### src/design/itc_pkg.sv
`timescale 1ns / 1ps
// itc_pkg: shared types and constants of the index topology converter.
// No dependencies; imported by every module of the block.
package itc_pkg;

  // Configuration register indexes
  localparam logic [1:0] REG_MODE       = 2'd0;
  localparam logic [1:0] REG_INDEX_WIDE = 2'd1;
  localparam logic [1:0] REG_CAPACITY   = 2'd2;

  // Conversion modes (code 3 takes indices and emits only a zero summary at list end)
  localparam logic [1:0] MODE_STRIP = 2'd0;
  localparam logic [1:0] MODE_LINE  = 2'd1;
  localparam logic [1:0] MODE_FLIP  = 2'd2;

  // Result kinds
  localparam logic KIND_INDEX   = 1'b0;
  localparam logic KIND_SUMMARY = 1'b1;

  localparam int unsigned IDX_W     = 32;
  localparam int unsigned FIELD_W   = 24;
  localparam logic [FIELD_W-1:0] FIELD_MAX = {FIELD_W{1'b1}};
  localparam logic [FIELD_W-1:0] CAPACITY_RESET = {FIELD_W{1'b1}};

  // Job queue between front and back
  localparam int unsigned FIFO_DEPTH = 2;
  localparam int unsigned FIFO_AW    = 1;

  // Indices held in the window
  typedef enum logic [1:0] {
    PH_EMPTY,
    PH_ONE,
    PH_TWO
  } phase_t;

  // One accepted index turned into the beats it causes
  typedef struct packed {
    logic [1:0]                        n_idx;     // index beats: 0, 2 or 3
    logic [2:0][IDX_W-1:0]             v;         // indices, beat order
    logic [2:0][FIELD_W-1:0]           c;         // written count per index beat
    logic                              summ;      // end-of-list summary follows
    logic [FIELD_W-1:0]                sum_count; // count carried by the summary
  } job_t;

endpackage

### src/design/itc_front.sv
`timescale 1ns / 1ps
// itc_front: config registers, index window and counters; turns each input
// beat into a job for the queue. Depends on itc_pkg.
module itc_front import itc_pkg::*; #(
  parameter int unsigned COUNT_WIDTH = 24
) (
  input  logic               clk,
  input  logic               rst,
  input  logic               cfg_valid,
  input  logic [1:0]         cfg_index,
  input  logic [FIELD_W-1:0] cfg_data,
  input  logic               in_valid,
  output logic               in_ready,
  input  logic [IDX_W-1:0]   in_index,
  input  logic               in_last,
  output logic               job_valid,
  input  logic               job_ready,
  output job_t               job
);

  localparam int unsigned CMPW = (COUNT_WIDTH > FIELD_W) ? COUNT_WIDTH : FIELD_W;
  localparam logic [COUNT_WIDTH-1:0] CNT_MAX = {COUNT_WIDTH{1'b1}};

  logic [1:0]             mode;
  logic                   index_wide;
  logic [FIELD_W-1:0]     capacity;

  logic [IDX_W-1:0]       older_index, older_index_next;
  logic [IDX_W-1:0]       newer_index, newer_index_next;
  phase_t                 phase, phase_next;
  logic [COUNT_WIDTH-1:0] written_count, written_count_next;
  logic [COUNT_WIDTH-1:0] received_count, received_count_next;

  logic [IDX_W-1:0]       idx;
  logic [1:0]             prim_k;
  logic [2:0][IDX_W-1:0]  prim_v;
  logic                   room;
  logic [COUNT_WIDTH-1:0] wc_upd;
  logic [COUNT_WIDTH-1:0] rc_inc;
  logic [COUNT_WIDTH-1:0] sum_raw;
  logic                   accept;

  function automatic logic [COUNT_WIDTH-1:0] sat_add(
    input logic [COUNT_WIDTH-1:0] a,
    input logic [1:0]             k
  );
    logic [COUNT_WIDTH:0] s;
    s = {1'b0, a} + {{(COUNT_WIDTH - 1){1'b0}}, k};
    return s[COUNT_WIDTH] ? CNT_MAX : s[COUNT_WIDTH-1:0];
  endfunction

  function automatic logic [FIELD_W-1:0] clip(input logic [COUNT_WIDTH-1:0] a);
    logic [CMPW-1:0] e;
    e = CMPW'(a);
    return (e > CMPW'(FIELD_MAX)) ? FIELD_MAX : e[FIELD_W-1:0];
  endfunction

  assign in_ready = job_ready;
  assign accept   = in_valid && in_ready;
  assign idx      = index_wide ? in_index : {16'h0000, in_index[15:0]};
  assign rc_inc   = sat_add(received_count, 2'd1);

  // Window phase
  always_comb begin
    if (in_last) begin
      phase_next = PH_EMPTY;
    end else if (phase == PH_EMPTY) begin
      phase_next = PH_ONE;
    end else if (mode == MODE_LINE) begin
      phase_next = phase;
    end else if (phase == PH_ONE) begin
      phase_next = PH_TWO;
    end else if (mode == MODE_STRIP) begin
      phase_next = phase;
    end else begin
      phase_next = PH_EMPTY;
    end
  end

  // Window update and primitive selection
  always_comb begin
    older_index_next = older_index;
    newer_index_next = newer_index;
    prim_k           = 2'd0;
    prim_v           = {older_index, idx, older_index};
    if (phase == PH_EMPTY) begin
      older_index_next = idx;
    end else if (mode == MODE_LINE) begin
      if (older_index != idx) begin
        prim_k           = 2'd2;
        prim_v           = {older_index, idx, older_index};
        older_index_next = idx;
      end
    end else if (phase == PH_ONE) begin
      newer_index_next = idx;
    end else if (mode == MODE_STRIP) begin
      if (older_index != newer_index && newer_index != idx) begin
        prim_k = 2'd3;
        prim_v = {idx, newer_index, older_index};
      end
      older_index_next = newer_index;
      newer_index_next = idx;
    end else if (mode == MODE_FLIP) begin
      prim_k = 2'd3;
      prim_v = {newer_index, idx, older_index};
    end
  end

  // Capacity gate, counts and job assembly
  always_comb begin
    room      = CMPW'(written_count) < CMPW'(capacity);
    job.n_idx = (room) ? prim_k : 2'd0;
    job.v     = prim_v;
    job.c[0]  = clip(sat_add(written_count, 2'd1));
    job.c[1]  = clip(sat_add(written_count, 2'd2));
    job.c[2]  = clip(sat_add(written_count, 2'd3));
    wc_upd    = (job.n_idx != 2'd0) ? sat_add(written_count, job.n_idx) : written_count;
    case (mode)
      MODE_FLIP:  sum_raw = rc_inc;
      MODE_STRIP: sum_raw = wc_upd;
      MODE_LINE:  sum_raw = wc_upd;
      default:    sum_raw = '0;
    endcase
    job.summ            = in_last;
    job.sum_count       = clip(sum_raw);
    written_count_next  = in_last ? '0 : wc_upd;
    received_count_next = in_last ? '0 : rc_inc;
    job_valid           = in_valid && ((job.n_idx != 2'd0) || in_last);
  end

  always_ff @(posedge clk) begin
    if (rst) begin
      mode       <= MODE_STRIP;
      index_wide <= 1'b0;
      capacity   <= CAPACITY_RESET;
    end else if (cfg_valid) begin
      case (cfg_index)
        REG_MODE:       mode       <= cfg_data[1:0];
        REG_INDEX_WIDE: index_wide <= cfg_data[0];
        REG_CAPACITY:   capacity   <= cfg_data;
        default:        ;
      endcase
    end
  end

  always_ff @(posedge clk) begin
    if (rst) begin
      older_index    <= '0;
      newer_index    <= '0;
      phase          <= PH_EMPTY;
      written_count  <= '0;
      received_count <= '0;
    end else if (accept) begin
      older_index    <= older_index_next;
      newer_index    <= newer_index_next;
      phase          <= phase_next;
      written_count  <= written_count_next;
      received_count <= received_count_next;
    end
  end

endmodule

### src/design/itc_job_fifo.sv
`timescale 1ns / 1ps
// itc_job_fifo: two-entry register queue of jobs between front and back.
// Depends on itc_pkg.
module itc_job_fifo import itc_pkg::*; (
  input  logic clk,
  input  logic rst,
  input  logic push_valid,
  output logic push_ready,
  input  job_t push_data,
  output logic pop_valid,
  input  logic pop,
  output job_t pop_data
);

  job_t               mem [FIFO_DEPTH];
  logic [FIFO_AW-1:0] wr_ptr;
  logic [FIFO_AW-1:0] rd_ptr;
  logic [FIFO_AW:0]   fill;
  logic               do_push;
  logic               do_pop;

  assign push_ready = fill != (FIFO_AW + 1)'(FIFO_DEPTH);
  assign pop_valid  = fill != '0;
  assign pop_data   = mem[rd_ptr];
  assign do_push    = push_valid && push_ready;
  assign do_pop     = pop && pop_valid;

  always_ff @(posedge clk) begin
    if (do_push) begin
      mem[wr_ptr] <= push_data;
    end
  end

  always_ff @(posedge clk) begin
    if (rst) begin
      wr_ptr <= '0;
      rd_ptr <= '0;
      fill   <= '0;
    end else begin
      if (do_push) begin
        wr_ptr <= wr_ptr + 1'b1;
      end
      if (do_pop) begin
        rd_ptr <= rd_ptr + 1'b1;
      end
      case ({do_push, do_pop})
        2'b10:   fill <= fill + 1'b1;
        2'b01:   fill <= fill - 1'b1;
        default: fill <= fill;
      endcase
    end
  end

endmodule

### src/design/itc_back.sv
`timescale 1ns / 1ps
// itc_back: walks the job at the queue head one beat at a time into the
// output register. Depends on itc_pkg.
module itc_back import itc_pkg::*; (
  input  logic               clk,
  input  logic               rst,
  input  logic               job_valid,
  output logic               job_pop,
  input  job_t               job,
  output logic               out_valid,
  input  logic               out_ready,
  output logic               out_kind,
  output logic [IDX_W-1:0]   out_index,
  output logic [FIELD_W-1:0] out_count,
  output logic               out_run_end
);

  logic [1:0]         pos;
  logic [2:0]         total;
  logic               is_idx;
  logic               last_beat;
  logic               load;
  logic [IDX_W-1:0]   beat_index;
  logic [FIELD_W-1:0] beat_count;

  assign total     = {1'b0, job.n_idx} + {2'b00, job.summ};
  assign is_idx    = pos < job.n_idx;
  assign last_beat = ({1'b0, pos} + 3'd1) == total;
  assign load      = job_valid && (!out_valid || out_ready);
  assign job_pop   = load && last_beat;

  always_comb begin
    case (pos)
      2'd0:    begin beat_index = job.v[0]; beat_count = job.c[0]; end
      2'd1:    begin beat_index = job.v[1]; beat_count = job.c[1]; end
      2'd2:    begin beat_index = job.v[2]; beat_count = job.c[2]; end
      default: begin beat_index = '0;       beat_count = job.sum_count; end
    endcase
    if (!is_idx) begin
      beat_index = '0;
      beat_count = job.sum_count;
    end
  end

  always_ff @(posedge clk) begin
    if (rst) begin
      pos       <= 2'd0;
      out_valid <= 1'b0;
    end else begin
      if (load) begin
        pos       <= last_beat ? 2'd0 : pos + 2'd1;
        out_valid <= 1'b1;
      end else if (out_ready) begin
        out_valid <= 1'b0;
      end
    end
  end

  always_ff @(posedge clk) begin
    if (load) begin
      out_kind    <= is_idx ? KIND_INDEX : KIND_SUMMARY;
      out_index   <= beat_index;
      out_count   <= beat_count;
      out_run_end <= last_beat;
    end
  end

endmodule

### src/design/index_topology_converter_unit.sv
`timescale 1ns / 1ps
// index_topology_converter_unit: strip/list index conversion, top level.
// A result beat passes through the job queue and then the output register
// before it shows on the master side.
// Throughput: one input beat per cycle while the two-entry job queue has room;
// one result beat per cycle from the single output register while the master side
// is ready, so an index that closes a triangle gives three beats, four with the summary.
// Reset: synchronous; config returns to mode 0, 16-bit indices, full capacity,
// window and counts clear, queue and output register empty.
module index_topology_converter_unit import itc_pkg::*; #(
  parameter int unsigned COUNT_WIDTH = 24
) (
  input  logic         clk,
  input  logic         rst,
  // configuration write channel
  input  logic         cfg_valid,
  output logic         cfg_ready,
  input  logic [1:0]   cfg_index,
  input  logic [23:0]  cfg_data,
  // input index stream
  input  logic         s_axis_tvalid,
  output logic         s_axis_tready,
  input  logic [31:0]  s_axis_tdata,   // [31:0] index
  input  logic         s_axis_tlast,   // last index of the list
  // result stream
  output logic         m_axis_tvalid,
  input  logic         m_axis_tready,
  output logic [55:0]  m_axis_tdata,   // [31:0] index_out, [55:32] count
  output logic         m_axis_tuser,   // [0] kind: 0 index, 1 summary
  output logic         m_axis_tlast    // run_end: last beat caused by the input
);

  job_t               push_job;
  logic               push_valid;
  logic               push_ready;
  job_t               head_job;
  logic               head_valid;
  logic               head_pop;
  logic [IDX_W-1:0]   res_index;
  logic [FIELD_W-1:0] res_count;

  // Config writes are taken on any cycle; the front owns the registers.
  assign cfg_ready = 1'b1;

  // Front: config, sliding window, counters, capacity gate.
  itc_front #(
    .COUNT_WIDTH (COUNT_WIDTH)
  ) u_front (
    .clk       (clk),
    .rst       (rst),
    .cfg_valid (cfg_valid),
    .cfg_index (cfg_index),
    .cfg_data  (cfg_data),
    .in_valid  (s_axis_tvalid),
    .in_ready  (s_axis_tready),
    .in_index  (s_axis_tdata),
    .in_last   (s_axis_tlast),
    .job_valid (push_valid),
    .job_ready (push_ready),
    .job       (push_job)
  );

  // Jobs carry up to three indices plus the optional summary.
  itc_job_fifo u_fifo (
    .clk        (clk),
    .rst        (rst),
    .push_valid (push_valid),
    .push_ready (push_ready),
    .push_data  (push_job),
    .pop_valid  (head_valid),
    .pop        (head_pop),
    .pop_data   (head_job)
  );

  // Back: one result beat per cycle into the output register while the master side is ready.
  itc_back u_back (
    .clk         (clk),
    .rst         (rst),
    .job_valid   (head_valid),
    .job_pop     (head_pop),
    .job         (head_job),
    .out_valid   (m_axis_tvalid),
    .out_ready   (m_axis_tready),
    .out_kind    (m_axis_tuser),
    .out_index   (res_index),
    .out_count   (res_count),
    .out_run_end (m_axis_tlast)
  );

  assign m_axis_tdata = {res_count, res_index};

endmodule

### config.mk
export PLATFORM = sky130hd
export DESIGN_NAME = index_topology_converter_unit
export DESIGN_NICKNAME = d
export VERILOG_FILES = /design/src/design/itc_pkg.sv /design/src/design/itc_front.sv /design/src/design/itc_job_fifo.sv /design/src/design/itc_back.sv /design/src/design/index_topology_converter_unit.sv
export SDC_FILE = /design/constraint.sdc
export NUM_CORES = 1
export LEC_CHECK = 0
export ABC_AREA = 1
export BUFFER_PORTS_ARGS = -buffer_cell sky130_fd_sc_hd__buf_2
export CAP_MARGIN = 20
export CORE_ASPECT_RATIO = 0.8
export CORE_MARGIN = 8
export CORE_UTILIZATION = 46
export CTS_BUF_LIST = sky130_fd_sc_hd__clkbuf_8
export DETAILED_ROUTE_END_ITERATION = 8
export PLACE_DENSITY = 0.77
export REMOVE_ABC_BUFFERS = 1
export SYNTH_ARGS = -nofsm -noshare
export SYNTH_HDL_FRONTEND = slang
export SYNTH_SLANG_ARGS = --single-unit
### constraint.sdc
create_clock -name clk -period 11 [get_ports clk]
set_input_delay 0.55 -clock clk [delete_from_list [all_inputs] [get_ports clk]]
set_output_delay 0.55 -clock clk [all_outputs]
set_load 0.01 [all_outputs]
==> flow_metrics.py <==
metrics = {
    "run_status": {
        "status": "finished, final reports clean",
    },
    "synthesis": {
        "synth_mux_area_frac": 0.008376,
        "synth_compound_gate_area_share": 0.1256,
        "synth_flop_cell": "edfxtp_1",
        "ys_types": 51,
        "syn_avg_cell_area_sq_um": 9.097,
        "syn_inst": 3153,
        "yosysTopAreaCell": "edfxtp_1",
        "syn_area_sq_um": 28680,
        "ys_seq_elements": 597,
        "synth_edf_count": 448,
        "synth_warnings": 0,
        "synth_top_family_by_area": "simple AND/OR/NAND/NOR gates",
        "synth-adder-area-share": 0.01727,
        "yosys.cell_count.top_type": "nand2_1",
        "yosysTopAreaCellShare": 0.4690,
        "ys_top_cells_by_area": "edfxtp_1 47%, dfxtp_1 10%, nand2_1 10%",
        "synthSimpleGateAreaFrac": 0.1960,
        "ys_seq_area_frac": 0.5730,
        "synth.top_cells.by_count": "776 x nand2_1, 448 x edfxtp_1, 335 x nor2_1",
        "synthXorXnorAreaFrac": 0.02168,
        "async_reset_ff_frac": 0,
    },
    "clocking": {
        "cts_made_buffers": 98,
        "cts_max_path_buffers": 3,
        "cts.sink_count": 597,
        "cts_tree": "done",
        "h-tree-depth": 3,
        "ctsHoldBuffers": 0,
        "cts.reportedPaths.clkPinSlew_ns": 0.07,
        "clk_latency_ns": 0.72,
        "cts_setup_buffers": 0,
        "cts_resized": 0,
        "ctsRootBufferMaster": "clkbuf_8",
    },
    "worst_setup_path": {
        "crit_path_frequent_cell": "nand2_1",
        "cpMaxStageDelayCell": "nor3_4",
        "critical_path_class": "flip-flop to flip-flop",
        "max_stage_delay_ns": 0.91,
        "crit_fanout": 27,
        "path_cells": "buf_4, nand2_1, inv_1, nand2_1, nand3_1, nor2_1, nand2_1, nor2_1, nand2_1, nand2_1, nand2_1, nand3_1, nand2_2, nand3_4, fa_1, nor2_1, inv_1, nor3_4, nor3_1, nand4_1, nand3_1, nand2_1",
        "start_kind": "flip-flop",
        "path_buf_inv": 3,
        "critPathCaptureType": "flip-flop",
        "arrival_ns": 5.91,
        "crit_family": "simple AND/OR/NAND/NOR gates",
        "critPathRequiredTime_ns": 11.54,
    },
    "sta": {
        "finalHoldViolCount": 0,
        "rsz0062_at_grt": "false",
        "report.final.slew_viol_count": 0,
        "max_freq_mhz": 186.3,
        "skew_ns": 0.04415,
        "period_share": 0.4880,
        "tightestPinTransition_ns": 1.121,
        "slew_headroom": 0.2501,
        "finalSetupViolCount": 0,
        "fin_setup_tns_ns": 0,
        "final.min_clock_period_ns": 5.368,
        "setup_slack_ns": 5.632,
        "holdWs_ns": 0.07059,
    },
    "floorplan": {
        "io_pins": 125,
        "die_h_um": 239.3,
        "die_w_um": 295.2,
        "die-area_sq_um": 70650,
        "start_util": 0.4613,
        "core-area_sq_um": 62170,
        "rows": 82,
    },
    "global_route": {
        "antenna_found_initial": 11,
        "grt_start_max_net_pins": 149,
        "grt_pass1_wl_mm": 124.2,
        "gr-total-overflow": 0,
        "grt_pass1_vias": 22160,
        "grt.total_usage": 0.2208,
    },
    "detailed_routing": {
        "vias": 23560,
        "vias_per_cell": 5.651,
        "drt_wl_total_mm": 80.37,
        "drtIter0Drc": 3070,
        "drt_pre_antenna_iters": 6,
        "drc_errors": 0,
        "avgRoutedWirePerCell_um": 19.27,
        "final_antenna_net_count": 0,
    },
    "placement": {
        "dp_hpwl_mm": 49.81,
        "gp_congestion": 0.9675,
        "numPortBuffers": 123,
        "dp_cells": 3975,
        "dp_slack_ns": 5.772,
        "dpl_cell_area_sq_um": 29970,
    },
    "power_and_ir_drop": {
        "powerDensity_nw_per_um2": 208.8,
        "ir_worst_vdd_mv": 0.1217,
        "leakage_nw": 12.54,
        "p_total_mw": 6.681,
    },
    "layout": {
        "drive_above_1_share": 0.1049,
        "fin_area_sq_um": 31990,
        "final_cells": 4170,
        "area_growth_pct": 11.55,
        "final_core_util": 0.5146,
        "nets": 3339,
    },
    "worst_hold_path": {
        "worst_hold_path_type": "primary input to flip-flop",
    },
    "run": {
        "maxCapViolations": 0,
    },
}
cell families after synthesis:
kind of cell,Yosys count
simple gates,1367
compound gates,635
flops,597
buf+inv,419
xor+xnor,71
fa+ha+maj,39
mux,24
other cells,1
placed cells by master (no fill, tap or decap), drive strengths merged, types with 5 or more instances in the layout:
cell,n
a21oi,165
a221oi,24
a31oi,58
a32oi,24
buf,156
clkbuf,117
clkinv,19
dfxtp,149
diode,11
edfxtp,448
ha,38
inv,287
mux2i,24
nand2,788
nand3,157
nand4,50
nor2,339
nor3,21
nor4,5
o211ai,32
o21ai,275
o22ai,47
xnor2,26
xor2,45
power by group:
part / total (mW) / leakage, nW / switching (mW) / internal (mW)
Combinational: 1.72 / 5.99 / 1.22 / 0.499
Clock: 1.93 / 1.16 / 0.915 / 1.02
Sequential: 3.03 / 5.39 / 0.166 / 2.86
Total: 6.68 / 12.5 / 2.30 / 4.38
worst paths after layout:
kind / depth (start not counted) / endpoint / start / slack [ns]
max reg2reg: 22 / u_fifo.mem[0][13] / u_front.index_wide / 5.63
min: 3 / u_front.capacity[5] / cfg_data[5] / 0.07
max: 22 / u_fifo.mem[0][13] / u_front.index_wide / 5.63
min reg2reg: 2 / u_front.received_count[3] / u_front.received_count[3] / 0.47
metal layers:
layer	vias up	track usage	wire, um
met5	-	0	13
met4	2	0.08959	2591
met3	201	0.05020	9104
met2	1296	0.3288	34520
met1	11010	0.3103	34140
li1	11050	-	-
cell type report:
class | instances | area [sq um]
Fill cell | 5575 | 30180
Sequential cell | 597 | 16440
Multi-Input combinational cell | 2137 | 10680
Clock buffer | 117 | 1610
Tap cell | 840 | 1051
Inverter | 246 | 933.4
Timing Repair Buffer | 156 | 888.4
Clock inverter | 66 | 367.9
Antenna cell | 11 | 27.53
registers in the layout, summed over array words and instances (netlist names), named ones only:
| signal | cells |
|---|---|
| u_back.out_valid | 1 |
| u_fifo.fill | 2 |
| u_front.capacity | 24 |
| u_back.out_index | 32 |
| u_front.mode | 2 |
| u_back.pos | 2 |
| u_front.received_count | 24 |
| u_front.index_wide | 1 |
| u_front.newer_index | 32 |
| u_fifo.wr_ptr | 1 |
| u_back.out_run_end | 1 |
| u_front.written_count | 24 |
| u_front.older_index | 32 |
| u_back.out_count | 24 |
| u_fifo.mem | 390 |
| u_front.phase | 2 |
| u_fifo.rd_ptr | 1 |
| u_back.out_kind | 1 |
worst register-to-register path, stage by stage, from the launching register on:
cell and delay [ns]:
dfxtp_1 0.32, buf_4 0.33, nand2_1 0.23, inv_1 0.15
nand2_1 0.06, nand3_1 0.08, nor2_1 0.05, nand2_1 0.07
nor2_1 0.06, nand2_1 0.10, nand2_1 0.08, nand2_1 0.08
nand3_1 0.08, nand2_2 0.52, nand3_4 0.54, fa_1 0.65
nor2_1 0.25, inv_1 0.14, nor3_4 0.92, nor3_1 0.12
nand4_1 0.17, nand3_1 0.11, nand2_1 0.11
Note: power is estimated with default switching activity, not from simulation.
